==> config.mk <==
export PLATFORM = sky130hd
export DESIGN_NAME = rls_queue
export DESIGN_NICKNAME = d
export VERILOG_FILES = /design/src/sv/rls_pkg.sv /design/src/sv/rls_queue.sv
export SDC_FILE = /design/constraint.sdc
export NUM_CORES = 1
export LEC_CHECK = 0
export BUFFER_PORTS_ARGS = -buffer_cell sky130_fd_sc_hd__buf_2
export CORE_AREA = 2 2 100 126
export DETAILED_ROUTE_END_ITERATION = 10
export DIE_AREA = 0 0 102 128
export GPL_TIMING_DRIVEN = 0
export PLACE_DENSITY = 0.76
export REMOVE_ABC_BUFFERS = 1
export SKIP_LAST_GASP = 1
export SLEW_MARGIN = 20
export SYNTH_ARGS = -nofsm -noshare
export SYNTH_HDL_FRONTEND = slang
export SYNTH_SLANG_ARGS = --single-unit
==> constraint.sdc <==
create_clock -name clk -period 2.8 [get_ports clk]
set_clock_uncertainty 0.15 [all_clocks]
set_input_delay 0.28 -clock clk [delete_from_list [all_inputs] [get_ports clk]]
set_output_delay 0.28 -clock clk [all_outputs]
set_load 0.01 [all_outputs]
==> src/sv/rls_pkg.sv <==
// ---------------------------------------------------------------------------
// rls_pkg: shared definitions for the RGB Laplacian sharpen unit
// Sizes, register indexes, action codes and the queue entry type.
// ---------------------------------------------------------------------------
package rls_pkg;

    localparam int MAX_WIDTH     = 1024;
    localparam int COL_W         = $clog2(MAX_WIDTH);
    localparam int EW            = COL_W + 1;
    localparam int WIDTH_FIELD_W = 11;
    localparam int HEIGHT_W      = 16;
    localparam int STRENGTH_W    = 12;
    localparam int CFG_DATA_W    = 16;
    localparam int CFG_INDEX_W   = 2;
    localparam int CH_W          = 8;
    localparam int PIX_W         = 3 * CH_W;
    localparam int LAP_W         = 11;
    localparam int QDEPTH        = 4;
    localparam int QPTR_W        = $clog2(QDEPTH);

    localparam logic [CFG_INDEX_W-1:0] REG_STRENGTH = 2'd0;
    localparam logic [CFG_INDEX_W-1:0] REG_WIDTH    = 2'd1;
    localparam logic [CFG_INDEX_W-1:0] REG_HEIGHT   = 2'd2;

    localparam logic ACT_PIXEL = 1'b0;
    localparam logic ACT_DRAIN = 1'b1;

    localparam logic signed [STRENGTH_W-1:0] STRENGTH_RESET = 12'sd256;
    localparam logic [WIDTH_FIELD_W-1:0]     WIDTH_RESET    = 11'd640;
    localparam logic [HEIGHT_W-1:0]          HEIGHT_RESET   = 16'd480;

    typedef struct packed {
        logic             write_en;
        logic             emit;
        logic             drain;
        logic             cbank;
        logic             north_self;
        logic             east_self;
        logic             first;
        logic             eor;
        logic             eof;
        logic [COL_W-1:0] col;
        logic [PIX_W-1:0] pix;
    } entry_t;

endpackage

==> src/sv/rls_queue.sv <==
// ---------------------------------------------------------------------------
// rls_queue: work queue between front and back
// Small FIFO of classified entries; full holds off the input channel.
// ---------------------------------------------------------------------------
module rls_queue (
    input  logic            clk,
    input  logic            rst_n,
    input  logic            push,
    input  rls_pkg::entry_t push_entry,
    output logic            full,
    input  logic            pop,
    output logic            q_valid,
    output rls_pkg::entry_t q_entry
);

    rls_pkg::entry_t              slot_reg [rls_pkg::QDEPTH];
    logic [rls_pkg::QPTR_W-1:0]   wr_ptr_reg;
    logic [rls_pkg::QPTR_W-1:0]   rd_ptr_reg;
    logic [rls_pkg::QPTR_W:0]     count_reg, count_next;

    assign full    = (count_reg == (rls_pkg::QPTR_W + 1)'(rls_pkg::QDEPTH));
    assign q_valid = (count_reg != '0);
    assign q_entry = slot_reg[rd_ptr_reg];

    always_comb
    begin
        unique case ({push, pop})
            2'b10:   count_next = count_reg + (rls_pkg::QPTR_W + 1)'(1);
            2'b01:   count_next = count_reg - (rls_pkg::QPTR_W + 1)'(1);
            default: count_next = count_reg;
        endcase
    end

    always_ff @(posedge clk)
    begin
        if (push)
        begin
            slot_reg[wr_ptr_reg] <= push_entry;
        end
    end

    always_ff @(posedge clk or negedge rst_n)
    begin
        if (!rst_n)
        begin
            wr_ptr_reg <= '0;
            rd_ptr_reg <= '0;
            count_reg  <= '0;
        end
        else
        begin
            if (push)
            begin
                wr_ptr_reg <= wr_ptr_reg + rls_pkg::QPTR_W'(1);
            end
            if (pop)
            begin
                rd_ptr_reg <= rd_ptr_reg + rls_pkg::QPTR_W'(1);
            end
            count_reg <= count_next;
        end
    end

endmodule

==> flow_metrics.tcl <==
set metrics [dict create \
    synthTopCellsByCount "edfxtp_1, mux4_2, dfrtp_1" \
    regToRegSetupSlack_ns 1.01 \
    peakVddDrop_mv 0.659 \
    yosysTopAreaCellShare_pct 77.5 \
    antenna_found_initial 0 \
    drt_iter0_drc 125 \
    min_to "wr_ptr_reg[0]$_DFFE_PN0P_" \
    cts_tree "done" \
    instances_no_fill 585 \
    post_cts_buffers 0 \
    largest_reg_flops 172 \
    grt.overflow.total 0 \
    power.density_nw_per_um2 1020 \
    max-clock-path-buffers 2 \
    die_width_um 102 \
    leakage_nw 2.96 \
    min_period_ns 2.60 \
    setup_viol 0 \
    die_h_um 128 \
    routed_wl_um 11100 \
    dp_hpwl_um 6130 \
    synth_most_common_cell "edfxtp_1" \
    cp-end-kind "output pin" \
    total_power_w 0.00852 \
    cts_htree_levels 4 \
    stdcell_area_um2 8360 \
    cts_root_buffer "clkbuf_16" \
    fp.coreArea_um2 11900 \
    numPortBuffers 91 \
    startpoint_type "flop" \
    num_vias 3114 \
    grt_pass1_vias 3325 \
    pin_count 92 \
    synth_area_per_cell_um2 25.5 \
    min_path_cells 2 \
    timing.slew.headroom_pct 54.7 \
    place_area_um2 7260 \
    r2r_cells 3 \
    final-hold-violation-count 0 \
    cp.required_ns 2.37 \
    dp_cells 508 \
    cp.arrival_ns 2.17 \
    via_per_inst 5.32 \
    status "finished clean" \
    cts_buffers 17 \
    ys_top_cells_by_area "edfxtp_1, mux4_2, dfrtp_1" \
    async_flop_share_pct 3.91 \
    initial_core_util_pct 55.8 \
    crit_type "flop to output pin" \
    synth_ff_type "edfxtp_1" \
    ys_types 19 \
    netlist_instances 261 \
    grt_pass1_wl_um 17400 \
    holdCritStartpoint "push" \
    regToRegEndpoint "slot_reg[2][31]$_DFFE_PP_" \
    clk_pin_slew_ns 0.06 \
    yosys.area.top_type "edfxtp_1" \
    antenna_left 0 \
    synth_warnings 0 \
    syn_area_um2 6670 \
    hp-class "input port to flop" \
    row_count 45 \
    fmax_ghz 0.384 \
    drv_cap 0 \
    synth-seq-area-share_pct 80.1 \
    die-area_um2 13100 \
    worstMarginPinSlew_ns 0.679 \
    drc 0 \
    wl_per_cell_um 19.0 \
    drive_above_1_share_pct 39.2 \
    synth_edf_count 172 \
    rsz0062_at_grt "no" \
    gp_congestion 0.672 \
    layout.nets 461 \
    clock_latency_ns 0.41 \
    ys_seq_elements 179 \
    r2r_start "wr_ptr_reg[0]$_DFFE_PN0P_" \
    insertedDiodeCount 0 \
    fillCellCount 763 \
    clock_sinks 179 \
    cp_max_fo 23 \
    grt_start_max_net_pins 44 \
    period_share_pct 93.0 \
    area_delta_synth_final_pct 25.4 \
    grt_use_total_pct 18.3 \
    first_pass_iters 4 \
    maxSlewViolCount 0 \
]
==> stage by stage <==
stage / utilization (%) / hold WS, ns / setup WS [ns] / setup TNS (ns)
CTS: 70.0 / 0.00186 / 0.132 / 0
floorplan: - / -0.166 / -0.154 / -4.05
global route: 70.0 / 0.0211 / 0.0481 / 0
global placement: 60.4 / -0.0321 / -0.966 / -65.87
detailed placement: 60.9 / -0.0191 / 0.584 / 0
finish: 70.0 / 0.0165 / 0.197 / 0
==> power by group <==
part           leakage [nW]  internal [W]  switching, W
registers              1.66       0.00352      0.000289
logic                 0.994       0.00110       0.00107
clock network         0.308       0.00159      0.000947
==> timing repair <==
action                    CTS  global route
hold buffers               45             0
resized for setup           0             0
hold endpoints to repair  180             0
==> routing by layer <==
layer  GRT usage (%)  vias up  routed length, um
met5               0        -                  0
met4            6.98        0                180
met3            4.20       14                408
met2            31.2       82               5990
met1            22.9     1613               4510
li1                -     1405                  -
==> cell type report <==
type	count	area (um^2)	share of cell area, %
timing repair buffer	138	946	11.3
clock buffer	19	433	5.18
sequential	179	5350	64.0
inverter	6	22.5	0.270
clock inverter	13	208	2.49
tap	164	205	2.46
multi-input combinational	66	1200	14.3
==> worst max-delay path by stage <==
stage	start	to	slack (ns)
2_1_floorplan	rd_ptr_reg[0]$_DFFE_PN0P_	q_entry[0]	-0.15
3_3_place_gp	rd_ptr_reg[0]$_DFFE_PN0P_	q_entry[2]	-0.97
3_5_place_dp	rd_ptr_reg[0]$_DFFE_PN0P_	q_entry[42]	0.58
4_1_cts	rd_ptr_reg[0]$_DFFE_PN0P_	q_entry[42]	0.13
6_report	rd_ptr_reg[0]$_DFFE_PN0P_	q_entry[42]	0.20
5_1_grt	rd_ptr_reg[0]$_DFFE_PN0P_	q_entry[2]	0.05
==> worst max-delay path, cell delays in order (launching register included) <==
cell and delay, ns:
dfrtp_4 0.73, buf_12 0.28, mux4_1 0.58, buf_2 0.16
==> cells in the final DEF (no fill, tap or decap), drive strengths merged <==
cell         netlist  layout
edfxtp           172     172
nand2              2       2
bufinv             0       5
clkbuf             0      19
and2               4       4
inv                6       7
fa                 1       1
clkinv             0       6
xnor2              2       2
o21ai              1       1
mux2i              1       1
ha                 5       5
buf               10      93
or3                1       1
dfrtp              7       7
xor2               4       4
mux4              43      43
and3               1       1
dlygate4sd3        0      45
nor2               1       1
clkinvlp           0       1
==> cells by family (layout without fill, tap and decap cells) <==
group,after synthesis,after routing,synth area share [%]
AOI/OAI and AO/OA,1,1,0.0750
xor gates and xnor gates,6,6,0.788
adders and majority gates,6,6,1.24
buffers and inverters,16,176,2.08
DFF,179,179,80.1
muxes,44,44,15.0
and+or+nand+nor,9,9,0.732
Note: power is estimated with default switching activity, not from simulation.
