$ cat src/sv/rls_pkg.sv
// ---------------------------------------------------------------------------
// rls_pkg: shared definitions for the RGB Laplacian sharpen unit
// Sizes, register indexes, action codes and the queue entry type.
// ---------------------------------------------------------------------------
package rls_pkg;

    localparam int MAX_WIDTH     = 1024;
    localparam int COL_W         = $clog2(MAX_WIDTH);
    localparam int EW            = COL_W + 1;
    localparam int WIDTH_FIELD_W = 11;
    localparam int HEIGHT_W      = 16;
    localparam int STRENGTH_W    = 12;
    localparam int CFG_DATA_W    = 16;
    localparam int CFG_INDEX_W   = 2;
    localparam int CH_W          = 8;
    localparam int PIX_W         = 3 * CH_W;
    localparam int LAP_W         = 11;
    localparam int QDEPTH        = 4;
    localparam int QPTR_W        = $clog2(QDEPTH);

    localparam logic [CFG_INDEX_W-1:0] REG_STRENGTH = 2'd0;
    localparam logic [CFG_INDEX_W-1:0] REG_WIDTH    = 2'd1;
    localparam logic [CFG_INDEX_W-1:0] REG_HEIGHT   = 2'd2;

    localparam logic ACT_PIXEL = 1'b0;
    localparam logic ACT_DRAIN = 1'b1;

    localparam logic signed [STRENGTH_W-1:0] STRENGTH_RESET = 12'sd256;
    localparam logic [WIDTH_FIELD_W-1:0]     WIDTH_RESET    = 11'd640;
    localparam logic [HEIGHT_W-1:0]          HEIGHT_RESET   = 16'd480;

    typedef struct packed {
        logic             write_en;
        logic             emit;
        logic             drain;
        logic             cbank;
        logic             north_self;
        logic             east_self;
        logic             first;
        logic             eor;
        logic             eof;
        logic [COL_W-1:0] col;
        logic [PIX_W-1:0] pix;
    } entry_t;

endpackage

$ cat src/sv/rls_front.sv
// ---------------------------------------------------------------------------
// rls_front: input side of the sharpen unit
// Holds the frame geometry and the raster counters, classifies each
// transaction and pushes one work entry per pixel or drain tick that counts.
// ---------------------------------------------------------------------------
module rls_front (
    input  logic                             clk,
    input  logic                             rst_n,
    input  logic                             cfg_write,
    input  logic [rls_pkg::CFG_INDEX_W-1:0]  cfg_index,
    input  logic [rls_pkg::CFG_DATA_W-1:0]   cfg_data,
    input  logic                             in_valid,
    output logic                             in_stall,
    input  logic                             action,
    input  logic [rls_pkg::CH_W-1:0]         red,
    input  logic [rls_pkg::CH_W-1:0]         green,
    input  logic [rls_pkg::CH_W-1:0]         blue,
    input  logic                             q_full,
    output logic                             push,
    output rls_pkg::entry_t                  push_entry
);

    logic [rls_pkg::WIDTH_FIELD_W-1:0] image_width_reg;
    logic [rls_pkg::HEIGHT_W-1:0]      image_height_reg;
    logic [rls_pkg::COL_W-1:0]         in_column_reg, in_column_next;
    logic [rls_pkg::HEIGHT_W-1:0]      in_row_reg, in_row_next;
    logic [rls_pkg::COL_W-1:0]         drain_column_reg, drain_column_next;

    logic [rls_pkg::EW-1:0]            eff_w;
    logic [rls_pkg::HEIGHT_W-1:0]      eff_h;
    logic                              accept;
    logic                              frame_done;
    logic [rls_pkg::COL_W-1:0]         col_sel;
    logic                              last;
    logic                              pixel_take;
    logic                              drain_take;
    logic                              geom_write;

    always_comb
    begin
        if (image_width_reg == '0)
        begin
            eff_w = rls_pkg::EW'(1);
        end
        else if (32'(image_width_reg) > rls_pkg::MAX_WIDTH)
        begin
            eff_w = rls_pkg::EW'(rls_pkg::MAX_WIDTH);
        end
        else
        begin
            eff_w = rls_pkg::EW'(image_width_reg);
        end
    end

    assign eff_h      = (image_height_reg == '0) ? rls_pkg::HEIGHT_W'(1) : image_height_reg;
    assign in_stall   = q_full;
    assign accept     = in_valid && !q_full;
    assign frame_done = (in_row_reg >= eff_h);
    assign col_sel    = (action == rls_pkg::ACT_DRAIN) ? drain_column_reg : in_column_reg;
    assign last       = ((rls_pkg::EW'(col_sel) + rls_pkg::EW'(1)) == eff_w);
    assign pixel_take = accept && (action == rls_pkg::ACT_PIXEL) && !frame_done;
    assign drain_take = accept && (action == rls_pkg::ACT_DRAIN) && frame_done;
    assign push       = pixel_take || drain_take;
    assign geom_write = cfg_write
                        && ((cfg_index == rls_pkg::REG_WIDTH)
                            || (cfg_index == rls_pkg::REG_HEIGHT));

    always_comb
    begin
        push_entry.col   = col_sel;
        push_entry.first = (col_sel == '0);
        push_entry.eor   = last;
        push_entry.east_self = last;
        if (action == rls_pkg::ACT_DRAIN)
        begin
            push_entry.write_en   = 1'b0;
            push_entry.emit       = 1'b1;
            push_entry.drain      = 1'b1;
            push_entry.cbank      = ~eff_h[0];
            push_entry.north_self = (eff_h == rls_pkg::HEIGHT_W'(1));
            push_entry.eof        = last;
            push_entry.pix        = '0;
        end
        else
        begin
            push_entry.write_en   = 1'b1;
            push_entry.emit       = (in_row_reg != '0);
            push_entry.drain      = 1'b0;
            push_entry.cbank      = ~in_row_reg[0];
            push_entry.north_self = (in_row_reg[rls_pkg::HEIGHT_W-1:1] == '0);
            push_entry.eof        = 1'b0;
            push_entry.pix        = {blue, green, red};
        end
    end

    always_comb
    begin
        in_column_next    = in_column_reg;
        in_row_next       = in_row_reg;
        drain_column_next = drain_column_reg;
        priority if (geom_write)
        begin
            in_column_next    = '0;
            in_row_next       = '0;
            drain_column_next = '0;
        end
        else if (pixel_take)
        begin
            if (last)
            begin
                in_column_next = '0;
                in_row_next    = in_row_reg + rls_pkg::HEIGHT_W'(1);
            end
            else
            begin
                in_column_next = in_column_reg + rls_pkg::COL_W'(1);
            end
        end
        else if (drain_take)
        begin
            if (last)
            begin
                drain_column_next = '0;
                in_row_next       = '0;
                in_column_next    = '0;
            end
            else
            begin
                drain_column_next = drain_column_reg + rls_pkg::COL_W'(1);
            end
        end
    end

    always_ff @(posedge clk or negedge rst_n)
    begin
        if (!rst_n)
        begin
            image_width_reg  <= rls_pkg::WIDTH_RESET;
            image_height_reg <= rls_pkg::HEIGHT_RESET;
            in_column_reg    <= '0;
            in_row_reg       <= '0;
            drain_column_reg <= '0;
        end
        else
        begin
            if (cfg_write && (cfg_index == rls_pkg::REG_WIDTH))
            begin
                image_width_reg <= cfg_data[rls_pkg::WIDTH_FIELD_W-1:0];
            end
            if (cfg_write && (cfg_index == rls_pkg::REG_HEIGHT))
            begin
                image_height_reg <= cfg_data[rls_pkg::HEIGHT_W-1:0];
            end
            in_column_reg    <= in_column_next;
            in_row_reg       <= in_row_next;
            drain_column_reg <= drain_column_next;
        end
    end

endmodule

$ cat config.mk
export PLATFORM = sky130hd
export DESIGN_NAME = rls_front
export DESIGN_NICKNAME = d
export VERILOG_FILES = /design/src/sv/rls_pkg.sv /design/src/sv/rls_front.sv
export SDC_FILE = /design/constraint.sdc
export NUM_CORES = 1
export LEC_CHECK = 0
export BUFFER_PORTS_ARGS = -buffer_cell sky130_fd_sc_hd__clkbuf_2
export CAP_MARGIN = 20
export CORE_MARGIN = 2
export CORE_UTILIZATION = 50
export DETAILED_ROUTE_END_ITERATION = 8
export PLACE_DENSITY = 0.76
export SKIP_CTS_REPAIR_TIMING = 1
export SYNTH_ARGS = -nofsm -noshare
export SYNTH_HDL_FRONTEND = slang
export SYNTH_SLANG_ARGS = --single-unit
export TNS_END_PERCENT = 30
$ cat constraint.sdc
create_clock -name clk -period 2.85 [get_ports clk]
set_input_delay 0.1425 -clock clk [delete_from_list [all_inputs] [get_ports clk]]
set_output_delay 0.1425 -clock clk [all_outputs]
set_load 0.02 [all_outputs]
==> metrics.txt <==
fin. max-slew vios 0; clock root buffer clkbuf_8; Total GRT Usage 0.281; Worst Max-Slew Pin Slew 822 ps; vias per cell 5.62; setup ws final -291 ps; Final Critical Period 3140 ps; VDD IR-drop max 0.518 mV; pwr/cell area 439 nW/um2; grt ovf 0; CP arrival 3000 ps; CTS clock-pin slew for the worst setup and hold paths 80 ps; sequential power share 0.383; critical path required time 2710 ps; Starting Density 0.509; normalized max-slew margin 0.452; sequential cell area fraction in the yosys report 0.360; Crit Path Category reg -> out; most frequent cells in the layout buf_4 (110), clkbuf_2 (88), dfrtp_1 (57), nand2_1 (36), o21ai_1 (35); routability cong. 0.924; type of the tightest min-delay check in -> async; met3 Use GR 0.0472; GR peak layer met2; vias in the first global route 4433; H-Tree Level Count 3; Synth warnings 0; largest cells by area after synthesis dfrtp_1 (32%), mux2_2 (7.7%), ha_1 (6.8%); Tot Pwr 0.00275 W; first-pass GRT wire length 21500 um; Routed wire per std cell 17.0 um; Top FF cell, synth dfrtp_1; io pins 93; period utilisation layout 1.10; FFs w/ async S/R, synth 1.00; Avg Cell Area, Syn 9.07 um2; diode count 0; core area 8640 um2; CTS Buf Count 9; post-synth cell types 62; final hold viol count 41; Syn Inst Count 485; crit end category output pin; leak pwr 3.18 nW; number of iterations in the first detailed-routing pass 5; Area Overhead vs Synth 42.8%; later-pin clock latency in the skew report 350 ps; final setup vio count 38; total wire length 13600 um; Net Sw Frac 0.300; Final ANT Viol Nets 0; share of cells above drive strength 1 0.433; post-synthesis register bit count 63; number of max-cap violations 0; nets@finish 756; CP max FO 6; Post-DP HPWL 10200 um; initial antenna violation count 0; largest net degree at the start of global routing 64; RSZ-0062 raised after global routing yes; DIE AREA 9560 um2; total clock sinks 63; met2 Track Usage GR 0.494; # DRC 0; met1 usage in global routing 0.347; hold_ws -52.1 ps; dpl ws -530 ps; critical path startpoint category flop; die width 97.8 um; Die Span Y 97.8 um; mapped cell area 4400 um2; syn nets 557; area share of the largest cell type after synthesis 0.324; Post-synth EDFFs 0; CTS Buffer Depth 2; failing checks negative hold slack, negative setup slack; Filler Cell Count 645; Int Power 0.00193 W; total net switching power 0.000826 W; Std-Cell Rows 34; Vias 4478; cell taking the most area after synthesis dfrtp_1; commonest non-fill, non-tap cell in the layout buf_4; maximum clock rate 318 MHz; Comb power frac 0.248; initial DRC count 229; status finished with violations; clock share of power 0.370; clk_skew 14.7 ps; Port-buffer cells 92; CTS tree done
[Yosys cell counts, drive strengths merged, types with 2 or more instances]
cell type  number
xnor2           8
nor2b          33
a32oi           2
o31ai           3
nand4b          2
nor4           12
a21oi          12
clkbuf          9
nor3b           6
nand2b         11
a211o           2
and3           15
dfrtp          57
mux2           32
o21bai          5
a22oi           2
mux2i           9
ha             24
a21o            8
nand2          40
nand4          10
inv            30
nand3b          3
a22o            2
a31oi           4
o21ai          43
buf            12
a211oi          5
nand3          24
dfstp           6
a2111oi         2
nor3           10
nor2           24
or3             2
or4             2
and4            2
[through the flow]
| stage | area (um2) | util | TNS, ps | std cells |
|---|---|---|---|---|
| after global routing | 6280 | 0.727 | -10900 | 797 |
| final | 6280 | 0.727 | -5590 | 797 |
| after floorplan | 4480 | - | -2060 | 485 |
| after CTS | 5970 | 0.691 | -17650 | 785 |
| after global placement | 5720 | 0.662 | -13180 | 769 |
| after detailed placement | 5720 | 0.662 | -13720 | 769 |
[power by group through the flow]
stage / Sequential (W) / Combinational [W] / Clock, W
2_1_floorplan: 0.00104 / 0.000348 / 0
3_3_place_gp: 0.00105 / 0.000596 / 0
3_5_place_dp: 0.00106 / 0.000620 / 0
4_1_cts: 0.00104 / 0.000627 / 0.00102
5_1_grt: 0.00106 / 0.000741 / 0.00106
6_report: 0.00105 / 0.000683 / 0.00102
[metal layers]
metal | up-vias | part of all wire | routed length [um]
met5 | - | 0 | 0
met4 | 0 | 0.035 | 479
met3 | 42 | 0.044 | 600
met2 | 158 | 0.51 | 6910
met1 | 2135 | 0.41 | 5580
li1 | 2143 | - | -
[cell type report]
cell class                      instances  area [um2]  share of cell area
Multi-Input combinational cell        371        2760               0.440
Sequential cell                        63        1580               0.252
Timing Repair Buffer                  209        1420               0.226
Tap cell                              108         135              0.0215
Clock inverter                          7         128              0.0203
Inverter                               30         125              0.0199
Clock buffer                            9         124              0.0197
[cell families (layout without fill, tap and decap cells)]
logic type,after synthesis,after routing,share of synthesized area
and+or+nand+nor,197,197,0.245
AOI/OAI and AO/OA,99,99,0.146
DFF,63,63,0.360
buffers and inverters,51,255,0.0546
muxes,41,41,0.103
adders and majority gates,24,24,0.0683
xor gates and xnor gates,10,10,0.0230
[worst max-delay path: stages (launching register included)]
cell     delay (ps)
dfrtp_1         400
buf_4           150
mux2i_4         160
inv_2            80
ha_4            200
o21ai_1         150
a31oi_1          60
o32a_1          180
or4_4           510
or3_4           410
buf_6           150
nor2_4           70
buf_6           110
[final timing paths]
| check | start | slack [ps] | end | depth (start not counted) |
|---|---|---|---|---|
| max | in_column_reg[0]$_DFFE_PN0P_ | -290 | push_entry[34] | 12 |
| min | rst_n | -50 | in_column_reg[1]$_DFFE_PN0P_ | 2 |
| max reg2reg | in_column_reg[0]$_DFFE_PN0P_ | -240 | drain_column_reg[7]$_DFFE_PN0P_ | 13 |
| min reg2reg | image_height_reg[0]$_DFFE_PN0P_ | 570 | image_height_reg[0]$_DFFE_PN0P_ | 1 |
| max in group asynchronous | rst_n | 2330 | drain_column_reg[5]$_DFFE_PN0P_ | 2 |
| min in group clk | cfg_data[13] | 10 | image_height_reg[13]$_DFFE_PN0P_ | 2 |
(Power assumes the default switching activity.)
